$ cat config.mk
export PLATFORM = sky130hd
export DESIGN_NAME = multi_pin_key_debouncer
export DESIGN_NICKNAME = d
export VERILOG_FILES = /design/src/mpkd_pkg.sv /design/src/mpkd_step.sv /design/src/multi_pin_key_debouncer.sv
export SDC_FILE = /design/constraint.sdc
export NUM_CORES = 1
export LEC_CHECK = 0
export ABC_AREA = 1
export ABC_CLOCK_PERIOD_IN_PS = 6900
export BUFFER_PORTS_ARGS = -buffer_cell sky130_fd_sc_hd__buf_2
export CORE_ASPECT_RATIO = 1.25
export CORE_MARGIN = 3
export CORE_UTILIZATION = 23
export DETAILED_ROUTE_END_ITERATION = 10
export MAX_ROUTING_LAYER = met4
export PLACE_DENSITY = 0.48
export SLEW_MARGIN = 20
export SYNTH_ARGS = -nofsm -noshare
export SYNTH_HDL_FRONTEND = slang
export SYNTH_SLANG_ARGS = --single-unit
$ cat constraint.sdc
create_clock -name clock -period 6.9 [get_ports clock]
set_input_delay 0.345 -clock clock [delete_from_list [all_inputs] [get_ports clock]]
set_output_delay 0.345 -clock clock [all_outputs]
set_load 0.1 [all_outputs]
$ cat src/mpkd_pkg.sv
package mpkd_pkg;

   // sizing of the per-pin state
   localparam int NUM_PINS    = 8;
   localparam int COUNT_WIDTH = 8;
   localparam int PIN_IDX_W   = (NUM_PINS > 1) ? $clog2(NUM_PINS) : 1;

   // field widths of the request and result
   localparam int PIN_W    = 3;
   localparam int TICKS_W  = 8;
   localparam int CMD_W    = 2;
   localparam int REQ_DATA_W = 8;
   localparam int RSP_DATA_W = 8;

   // request commands
   localparam logic [CMD_W-1:0] CMD_DC       = 2'd0;
   localparam logic [CMD_W-1:0] CMD_AC_EDGE  = 2'd1;
   localparam logic [CMD_W-1:0] CMD_AC_END   = 2'd2;

   typedef logic [COUNT_WIDTH-1:0] count_type;

   // per-pin state and request fields seen by the update logic
   typedef struct packed {
      logic              pin_ok;
      logic [CMD_W-1:0]  cmd;
      logic              level;
      logic              polarity;
      logic              prev;
      count_type         cnt;
      count_type         load;
   } step_in_type;

   // per-pin writeback and record controls
   typedef struct packed {
      logic       write_en;
      logic       prev;
      count_type  cnt;
      logic       raised;
      logic       rec_pin_en;
      logic       rec_edge_en;
   } step_out_type;

endpackage

$ cat src/mpkd_step.sv
module mpkd_step (
   input  mpkd_pkg::step_in_type  step_i,
   output mpkd_pkg::step_out_type step_o
);
   import mpkd_pkg::*;

   logic      match;
   count_type cnt_dec;

   // edge of the watched polarity
   assign match   = (step_i.level == step_i.polarity) && (step_i.prev != step_i.polarity);
   assign cnt_dec = step_i.cnt - count_type'(1);

   // lockout and edge decisions for one pin
   always_comb begin
      step_o             = '0;
      step_o.cnt         = step_i.cnt;
      step_o.prev        = step_i.prev;
      if (step_i.pin_ok) begin
         unique case (step_i.cmd)
            CMD_DC: begin
               step_o.write_en = 1'b1;
               if (step_i.cnt != '0) begin
                  step_o.cnt = cnt_dec;
               end else begin
                  if (step_i.level != step_i.prev) begin
                     step_o.raised      = 1'b1;
                     step_o.rec_pin_en  = 1'b1;
                     step_o.rec_edge_en = 1'b1;
                     step_o.cnt         = step_i.load;
                  end
                  step_o.prev = step_i.level;
               end
            end
            CMD_AC_EDGE: begin
               step_o.write_en = 1'b1;
               step_o.prev     = step_i.level;
               if (step_i.cnt != '0) begin
                  step_o.cnt = match ? step_i.load : cnt_dec;
               end else if (match) begin
                  step_o.cnt        = step_i.load;
                  step_o.rec_pin_en = 1'b1;
                  step_o.raised     = 1'b1;
               end
            end
            CMD_AC_END: begin
               step_o.write_en = 1'b1;
               step_o.prev     = step_i.level;
               if (step_i.cnt != '0) begin
                  step_o.raised = (cnt_dec == '0);
                  step_o.cnt    = match ? step_i.load : cnt_dec;
               end else if (match) begin
                  step_o.cnt        = step_i.load;
                  step_o.rec_pin_en = 1'b1;
               end
            end
            default: begin
               step_o.write_en = 1'b0;
            end
         endcase
      end
   end

endmodule

$ cat src/multi_pin_key_debouncer.sv
// a request's result is registered in the input stage, then in the result register that
// drives rsp, where a stalled rsp holds it
// throughput: one request per cycle unless rsp stalls; the per-pin read-modify-write
// of the lockout counter and remembered level completes in the single update stage
// reset (synchronous, active high): counters, levels and the event record clear,
// lockout_ticks returns to 20, both pipeline stages empty
module multi_pin_key_debouncer (
   input  logic                                 clock,
   input  logic                                 reset,
   // request: tdata = pin_index[2:0], level[3], edge_polarity[4], zero fill
   input  logic                                 req_tvalid,
   output logic                                 req_tready,
   input  logic [mpkd_pkg::REQ_DATA_W-1:0]      req_tdata,
   // request: tuser = command[1:0]
   input  logic [mpkd_pkg::CMD_W-1:0]           req_tuser,
   // result: tdata = event_raised[0], event_pin[3:1], event_edge[4], zero fill
   output logic                                 rsp_tvalid,
   input  logic                                 rsp_tready,
   output logic [mpkd_pkg::RSP_DATA_W-1:0]      rsp_tdata,
   // lockout_ticks register
   input  logic                                 csr_we,
   input  logic [mpkd_pkg::TICKS_W-1:0]         csr_wdata
);
   import mpkd_pkg::*;

   logic [TICKS_W-1:0]    lockout_ff;
   logic                  s1_valid_ff;
   logic [PIN_W-1:0]      s1_pin_ff;
   logic                  s1_level_ff;
   logic                  s1_pol_ff;
   logic [CMD_W-1:0]      s1_cmd_ff;
   count_type             count_ff [NUM_PINS];
   logic [NUM_PINS-1:0]   prev_ff;
   logic [PIN_W-1:0]      rec_pin_ff;
   logic                  rec_edge_ff;
   logic                  rsp_valid_ff;
   logic [RSP_DATA_W-1:0] rsp_data_ff;

   logic [PIN_W-1:0]      rec_pin_in;
   logic                  rec_edge_in;
   logic [PIN_IDX_W-1:0]  s1_idx;
   logic                  advance;
   step_in_type           step_in;
   step_out_type          step_out;

   // handshake: the update stage moves when the result register is empty or being taken
   assign advance    = !rsp_valid_ff || rsp_tready;
   assign req_tready = !s1_valid_ff || advance;
   assign rsp_tvalid = rsp_valid_ff;
   assign rsp_tdata  = rsp_data_ff;

   // lockout register
   always_ff @(posedge clock) begin
      if (reset) begin
         lockout_ff <= TICKS_W'(20);
      end else if (csr_we) begin
         lockout_ff <= csr_wdata;
      end
   end

   // input stage
   always_ff @(posedge clock) begin
      if (reset) begin
         s1_valid_ff <= 1'b0;
      end else if (req_tready) begin
         s1_valid_ff <= req_tvalid;
      end
   end

   always_ff @(posedge clock) begin
      if (req_tready && req_tvalid) begin
         s1_pin_ff   <= req_tdata[PIN_W-1:0];
         s1_level_ff <= req_tdata[PIN_W];
         s1_pol_ff   <= req_tdata[PIN_W+1];
         s1_cmd_ff   <= req_tuser;
      end
   end

   // per-pin state read
   assign s1_idx = PIN_IDX_W'(s1_pin_ff);

   always_comb begin
      step_in.pin_ok   = (32'(s1_pin_ff) < NUM_PINS);
      step_in.cmd      = s1_cmd_ff;
      step_in.level    = s1_level_ff;
      step_in.polarity = s1_pol_ff;
      step_in.prev     = prev_ff[s1_idx];
      step_in.cnt      = count_ff[s1_idx];
      step_in.load     = count_type'(lockout_ff);
   end

   mpkd_step u_step (
      .step_i (step_in),
      .step_o (step_out)
   );

   // event record after this request
   assign rec_pin_in  = step_out.rec_pin_en  ? s1_pin_ff   : rec_pin_ff;
   assign rec_edge_in = step_out.rec_edge_en ? s1_level_ff : rec_edge_ff;

   // per-pin state and record writeback
   always_ff @(posedge clock) begin
      if (reset) begin
         for (int i = 0; i < NUM_PINS; i++) begin
            count_ff[i] <= '0;
         end
         prev_ff     <= '0;
         rec_pin_ff  <= '0;
         rec_edge_ff <= 1'b0;
      end else if (s1_valid_ff && advance) begin
         if (step_out.write_en) begin
            count_ff[s1_idx] <= step_out.cnt;
            prev_ff[s1_idx]  <= step_out.prev;
         end
         rec_pin_ff  <= rec_pin_in;
         rec_edge_ff <= rec_edge_in;
      end
   end

   // result register
   always_ff @(posedge clock) begin
      if (reset) begin
         rsp_valid_ff <= 1'b0;
      end else if (advance) begin
         rsp_valid_ff <= s1_valid_ff;
      end
   end

   always_ff @(posedge clock) begin
      if (advance && s1_valid_ff) begin
         rsp_data_ff <= RSP_DATA_W'({rec_edge_in, rec_pin_in, step_out.raised});
      end
   end

   // checks
   a_stage_moves: assert property (@(posedge clock) disable iff (reset)
      s1_valid_ff && advance |=> rsp_valid_ff)
      else $error("update stage result lost");

   a_reset_empty: assert property (@(posedge clock)
      reset |=> !rsp_valid_ff && !s1_valid_ff)
      else $error("pipeline not empty after reset");

   a_ready_when_empty: assert property (@(posedge clock) disable iff (reset)
      !s1_valid_ff |-> req_tready)
      else $error("request stalled with empty input stage");

   a_edge_with_event: assert property (@(posedge clock) disable iff (reset)
      !$stable(rec_edge_ff) |-> rsp_valid_ff && rsp_data_ff[0])
      else $error("record edge changed without a raised event");

endmodule
==> results.json, run 1 <==
{
  "dr_wl_met3_um": 398,
  "path_cells": "buf_4 > inv_6 > o21ai_0 > nand3_1 > nand2_1 > ha_1 > inv_1 > nor2_1 > nand2_1 > nor2_4 > nand2_1 > nand3_1 > nand4_2 > nand2_1 > inv_1",
  "grt_pass1_vias": 4185,
  "seq_power_share_pct": 48.0,
  "final_util_pct": 26.5,
  "n_antenna_cell": 0,
  "syn_to_final_growth_pct": 11.9,
  "grt-ovfl-total": 0,
  "die_y_um": 179,
  "async_reset_ff_share_pct": 0,
  "grt_pass1_wl_um": 22100,
  "fmax_mhz": 271,
  "post_cts_buffers": 0,
  "switchingPower_mw": 0.456,
  "max_slew_margin_pct": 33.9,
  "gp_congestion": 0.803,
  "rsz0062_at_grt": "false",
  "via_per_inst": 4.13,
  "met2_length_um": 6970,
  "ys_warn_count": 0,
  "drc": 0,
  "wl_met1_um": 6020,
  "cts_hold_buf": 0,
  "worstPathRequired_ns": 7.01,
  "clk_pin_slew_worst_paths_ns": 0.07,
  "worstMarginPinSlew_ns": 0.990,
  "avgRoutedWirePerCell_um": 13.1,
  "start_util_pct": 23.7,
  "synth_seq_cells": 101,
  "synthCells": 693,
  "slew_viol_final": 0,
  "port_buffers": 26,
  "synth_flop_cell": "edfxtp_1",
  "cts_root_buf": "clkbuf_16",
  "drive_gt1_share_pct": 12.7,
  "yosysSeqAreaShare_pct": 50.3,
  "die_w_um": 145,
  "power_mw": 1.45,
  "power.leakage_nw": 2.87,
  "design.core.area_mm2": 0.0233,
  "antenna_found_initial": 0,
  "htreeDepth": 3,
  "setup-violations-final": 0,
  "drtPass1Iterations": 4,
  "cp.arrival_ns": 3.80,
  "cpPeakStageDelay_ns": 0.88,
  "cts_tree": "yes",
  "worstSkewPairLatency_ns": 0.36,
  "outcome": "finished clean",
  "pin_count": 33,
  "cts_sinks": 101,
  "clockBufferDepth": 2,
  "cts_resized": 0,
  "fin_crit_sh_pct": 53.5,
  "wl_um": 13600,
  "worst_clock_skew_ns": 0.0116,
  "drt.antenna.violating_nets": 0,
  "synth_edf_count": 76,
  "max-vdd-ir-drop_v": 0.0000977,
  "vias": 4277,
  "die-area_mm2": 0.0260,
  "synth_area_mm2": 0.00553,
  "initialDrtViolationCount": 184,
  "cp_slowest_cell": "dfxtp_1",
  "swShare_pct": 31.4,
  "worstSetupStartpointType": "flip-flop",
  "hold_ws_ns": 0.167,
  "p_int_mw": 0.995,
  "dp.final_hpwl_um": 9950,
  "grt_usage_pct": 11.3,
  "nets": 737,
  "power.density_mw_per_mm2": 234,
  "critical_path_class": "flip-flop to flip-flop",
  "hold_viol": 0,
  "maxCapViolations": 0,
  "synth_cell_types": 40,
  "hold_class": "input pin to flip-flop",
  "period_needed_ns": 3.69,
  "rows": 62,
  "grt_max_degree": 32,
  "tns_ns": 0,
  "highest_layer": "met4",
  "cts_buffers": 9,
  "clock_power_share_pct": 33.9,
  "syn_avg_cell_area_um2": 7.98,
  "fillers": 2567,
  "cp-end-kind": "flip-flop",
  "cp_common_cell": "nand2_1",
  "crit_fanout": 31,
  "combPwrFrac_pct": 18.2
}
==> placed cells by master (no fill, tap or decap), drive strengths merged, types with 4 or more instances in the layout <==
master    n
a21oi     9
buf      28
clkbuf    9
clkinv    4
dfxtp    25
edfxtp   76
inv     109
nand2   200
nand3    84
nor2     97
nor3     10
o21ai    42
==> power by group through the flow <==
| stage | clock network, mW | registers (mW) | logic [mW] |
|---|---|---|---|
| final | 0.491 | 0.696 | 0.263 |
| after detailed placement | 0 | 0.710 | 0.267 |
| after floorplan | 0 | 0.713 | 0.195 |
| after CTS | 0.508 | 0.697 | 0.268 |
| after global routing | 0.531 | 0.700 | 0.296 |
| after global placement | 0 | 0.710 | 0.266 |
==> critical path, delay by kind of cell (launching register included) <==
kind / cells / cell delay [ns]
and+or+nand+nor: 9 / 1.49
DFF: 1 / 0.88
AOI/OAI and AO/OA: 1 / 0.22
adders and majority gates: 1 / 0.25
buffers and inverters: 4 / 0.59
==> final cells by class <==
type / instances / area [um^2] / share of cell area [%]
Inverter: 108 / 413 / 6.67
Multi-Input combinational cell: 463 / 2160 / 35.0
Clock buffer: 9 / 225 / 3.64
Clock inverter: 7 / 56.3 / 0.910
Tap cell: 320 / 400 / 6.47
Sequential cell: 101 / 2780 / 45.0
Timing Repair Buffer: 28 / 145 / 2.35
==> cells by family after synthesis <==
logic type	count (synthesis)	share of synthesized area [%]
other cells	1	0.0678
xor+xnor	4	0.633
fa+ha+maj	3	0.679
buf+inv	131	10.7
compound gates	56	5.81
flops	101	50.3
simple gates	397	31.8
==> metal layers <==
layer | GRT usage [%] | up-vias
li1 | - | 2237
met1 | 13.8 | 1972
met2 | 19.4 | 55
met3 | 1.33 | 13
met4 | 4.08 | 0
met5 | - | -
==> Yosys cell counts (2+ instances only) <==
cell / count / share of area (%)
o21ai_1: 14 / 1.3
a21oi_2: 2 / 0.32
buf_6: 8 / 1.6
nand2_2: 13 / 1.5
dfxtp_1: 25 / 9.0
o211ai_2: 2 / 0.45
clkinv_1: 2 / 0.14
buf_2: 2 / 0.18
o21ai_2: 3 / 0.48
nand2_1: 186 / 13
edfxtp_1: 76 / 41
ha_1: 3 / 0.68
buf_4: 5 / 0.68
nand3_1: 80 / 7.2
nor3_1: 10 / 0.90
clkbuf_1: 7 / 0.48
xor2_1: 3 / 0.48
a21oi_1: 7 / 0.63
inv_2: 4 / 0.27
nor2_1: 83 / 5.6
nand3_2: 3 / 0.54
nor2_2: 11 / 1.2
o21ai_0: 25 / 2.3
inv_1: 100 / 6.8
nor2_4: 3 / 0.61
nand4_2: 2 / 0.45
==> sequential cells by signal (all words and copies together) (netlist names), named ones only <==
signal,count
rsp_tvalid,1
s1_pol_ff,1
rec_pin_ff,3
count_ff,64
rec_edge_ff,1
s1_level_ff,1
rsp_tdata,5
s1_valid_ff,1
s1_idx,3
lockout_ff,8
s1_cmd_ff,2
prev_ff,8
==> path summary, 6_finish.rpt <==
check             cells after the start     startpoint  slack, ns              to
setup / recovery                     15      flip-flop       3.21  count_ff[3][0]
hold / removal                        1   req_tuser[1]       0.17    s1_cmd_ff[1]
setup reg to reg                     15      flip-flop       3.21  count_ff[3][0]
hold reg to reg                       2  lockout_ff[6]       0.48   lockout_ff[6]
==> metrics by stage <==
stage | instances | cell area, um^2 | setup slack, ns
4_1_cts | 1036 | 6190 | 3.11
2_1_floorplan | 695 | 5540 | 4.12
6_report | 1036 | 6190 | 3.21
3_5_place_dp | 1020 | 5910 | 3.12
5_1_grt | 1036 | 6190 | 2.84
3_3_place_gp | 1020 | 5910 | 3.14
Note: power is estimated with default switching activity, not from simulation.
==> inputs of run 2 (changes only) <==
Settings changed: ABC_CLOCK_PERIOD_IN_PS 6900 to 3600.
Clock period 6.9 ns to 3.6 ns, I/O delays scaled along.
==> results.json, run 2 (synthesis results as in run 1) <==
{
  "outcome": "finished clean",
  "power.leakage_nw": 2.94,
  "grt_pass1_wl_um": 23000,
  "critical_path_class": "flip-flop to flip-flop",
  "die-area_mm2": 0.0260,
  "clockBufferDepth": 2,
  "syn_to_final_growth_pct": 14.0,
  "grt_max_degree": 34,
  "cts_tree": "yes",
  "final_common_cell": "nand2_1",
  "max-vdd-ir-drop_v": 0.000227,
  "initialDrtViolationCount": 248,
  "fin_crit_sh_pct": 79.5,
  "post_cts_buffers": 0,
  "crit_fanout": 33,
  "p_int_mw": 1.98,
  "fillers": 2556,
  "swShare_pct": 30.5,
  "rows": 62,
  "hold_class": "input pin to flip-flop",
  "worst_clock_skew_ns": 0.0125,
  "grt.busiest_layer": "met2",
  "start_util_pct": 23.7,
  "combPwrFrac_pct": 18.6,
  "grtUsageMet3_pct": 1.43,
  "worstMarginPinSlew_ns": 0.696,
  "grt_usage_pct": 11.8,
  "pin_count": 33,
  "port_buffers": 26,
  "cts_resized": 0,
  "avgRoutedWirePerCell_um": 13.4,
  "design.core.area_mm2": 0.0233,
  "top_regs": "count_ff: 64 flops, lockout_ff: 8 flops, prev_ff: 8 flops",
  "period_needed_ns": 2.86,
  "hold_ws_ns": 0.0114,
  "die_w_um": 145,
  "hold_viol": 0,
  "wl_um": 14000,
  "slew_viol_final": 0,
  "drt.antenna.violating_nets": 0,
  "cts_root_buf": "clkbuf_16",
  "clock_power_share_pct": 34.8,
  "grt-ovfl-total": 0,
  "met1_usage_pct": 14.8,
  "power.density_mw_per_mm2": 453,
  "dp.final_hpwl_um": 10100,
  "fmax_mhz": 349,
  "gp_congestion": 0.830,
  "multiInputGateArea_mm2": 0.00216,
  "largest_register": "count_ff",
  "drive_gt1_share_pct": 13.8,
  "final_cells": 1047,
  "worstSetupStartpointType": "flip-flop",
  "tns_ns": 0,
  "via_per_inst": 4.18,
  "drtPass1Iterations": 5,
  "vias": 4378,
  "grt_pass1_vias": 4290,
  "grtUsageMet2_pct": 19.7,
  "cp-end-kind": "flip-flop",
  "placedCellCount": 1029,
  "maxCapViolations": 0,
  "rsz0062_at_grt": "false",
  "ff_latch_area_mm2": 0.00278,
  "clk_pin_slew_worst_paths_ns": 0.08,
  "n_antenna_cell": 0,
  "cts_sinks": 101,
  "die_y_um": 179,
  "worstSkewPairLatency_ns": 0.35,
  "cts_buffers": 9,
  "most-common-layout-cells": "186 x nand2_1, 100 x inv_1, 83 x nor2_1",
  "nets": 748,
  "cp.arrival_ns": 2.97,
  "antenna_found_initial": 0,
  "largest_reg_flops": 64,
  "worstPathRequired_ns": 3.71,
  "setup-violations-final": 0,
  "switchingPower_mw": 0.870,
  "seq_power_share_pct": 46.6,
  "max_slew_margin_pct": 53.5,
  "drc": 0,
  "htreeDepth": 3
}
[run 2: worst max-delay path: stages, from the launching register on]
cell and delay (ns):
dfxtp_1 0.37, buf_12 0.20, nor2_1 0.11, nor2_1 0.05, o21ai_1 0.12, nand3_1 0.15, nand2_2 0.19, ha_1 0.21
inv_1 0.05, nor2_1 0.09, nand2_1 0.09, nor2_4 0.26, nand2_1 0.09, nand3_1 0.09, nand4_2 0.33, nand2_1 0.16
inv_1 0.06
[run 2: power by group through the flow]
stage                     registers, mW  clock network [mW]  logic, mW
after floorplan                    1.37                   0      0.374
after global placement             1.36                   0      0.539
after detailed placement           1.36                   0      0.539
after CTS                          1.33                1.02      0.542
after global routing               1.34                1.06      0.593
final                              1.33               0.993      0.531
[run 2: timing repair]
item,in CTS,in global routing
setup endpoints to repair,0,0
hold buffers,2,0
endpoints found under the hold margin,2,0
[run 2: metrics by stage]
stage	cell area [um^2]	total power, mW	util (%)	setup WS (ns)
2_1_floorplan	5540	1.74	-	0.818
3_3_place_gp	5990	1.89	25.6	0.711
3_5_place_dp	5990	1.90	25.6	0.718
4_1_cts	6300	2.89	27.0	0.698
5_1_grt	6300	2.99	27.0	0.462
6_report	6300	2.85	27.0	0.737
[run 2: cell type report]
cell class	instances	share of cell area [%]
clock buffers	10	3.63
clock inverters	6	1.11
inverters	108	6.55
multi-input cells	463	34.3
flip-flops and latches	101	44.1
well taps	320	6.35
repair buffers	39	3.89
[run 2: routing by layer]
layer	wire [um]	vias to the layer above
met2	7040	72
met5	0	-
li1	-	2254
met1	6300	2036
met4	310	0
met3	382	16
[run 2: worst paths after layout]
kind                 from              to  slack (ns)  depth (start not counted)
min          req_tdata[4]       s1_pol_ff        0.01                          1
max             flip-flop  count_ff[5][0]        0.74                         16
max reg2reg     flip-flop  count_ff[5][0]        0.74                         16
min reg2reg    prev_ff[3]      prev_ff[3]        0.48                          2
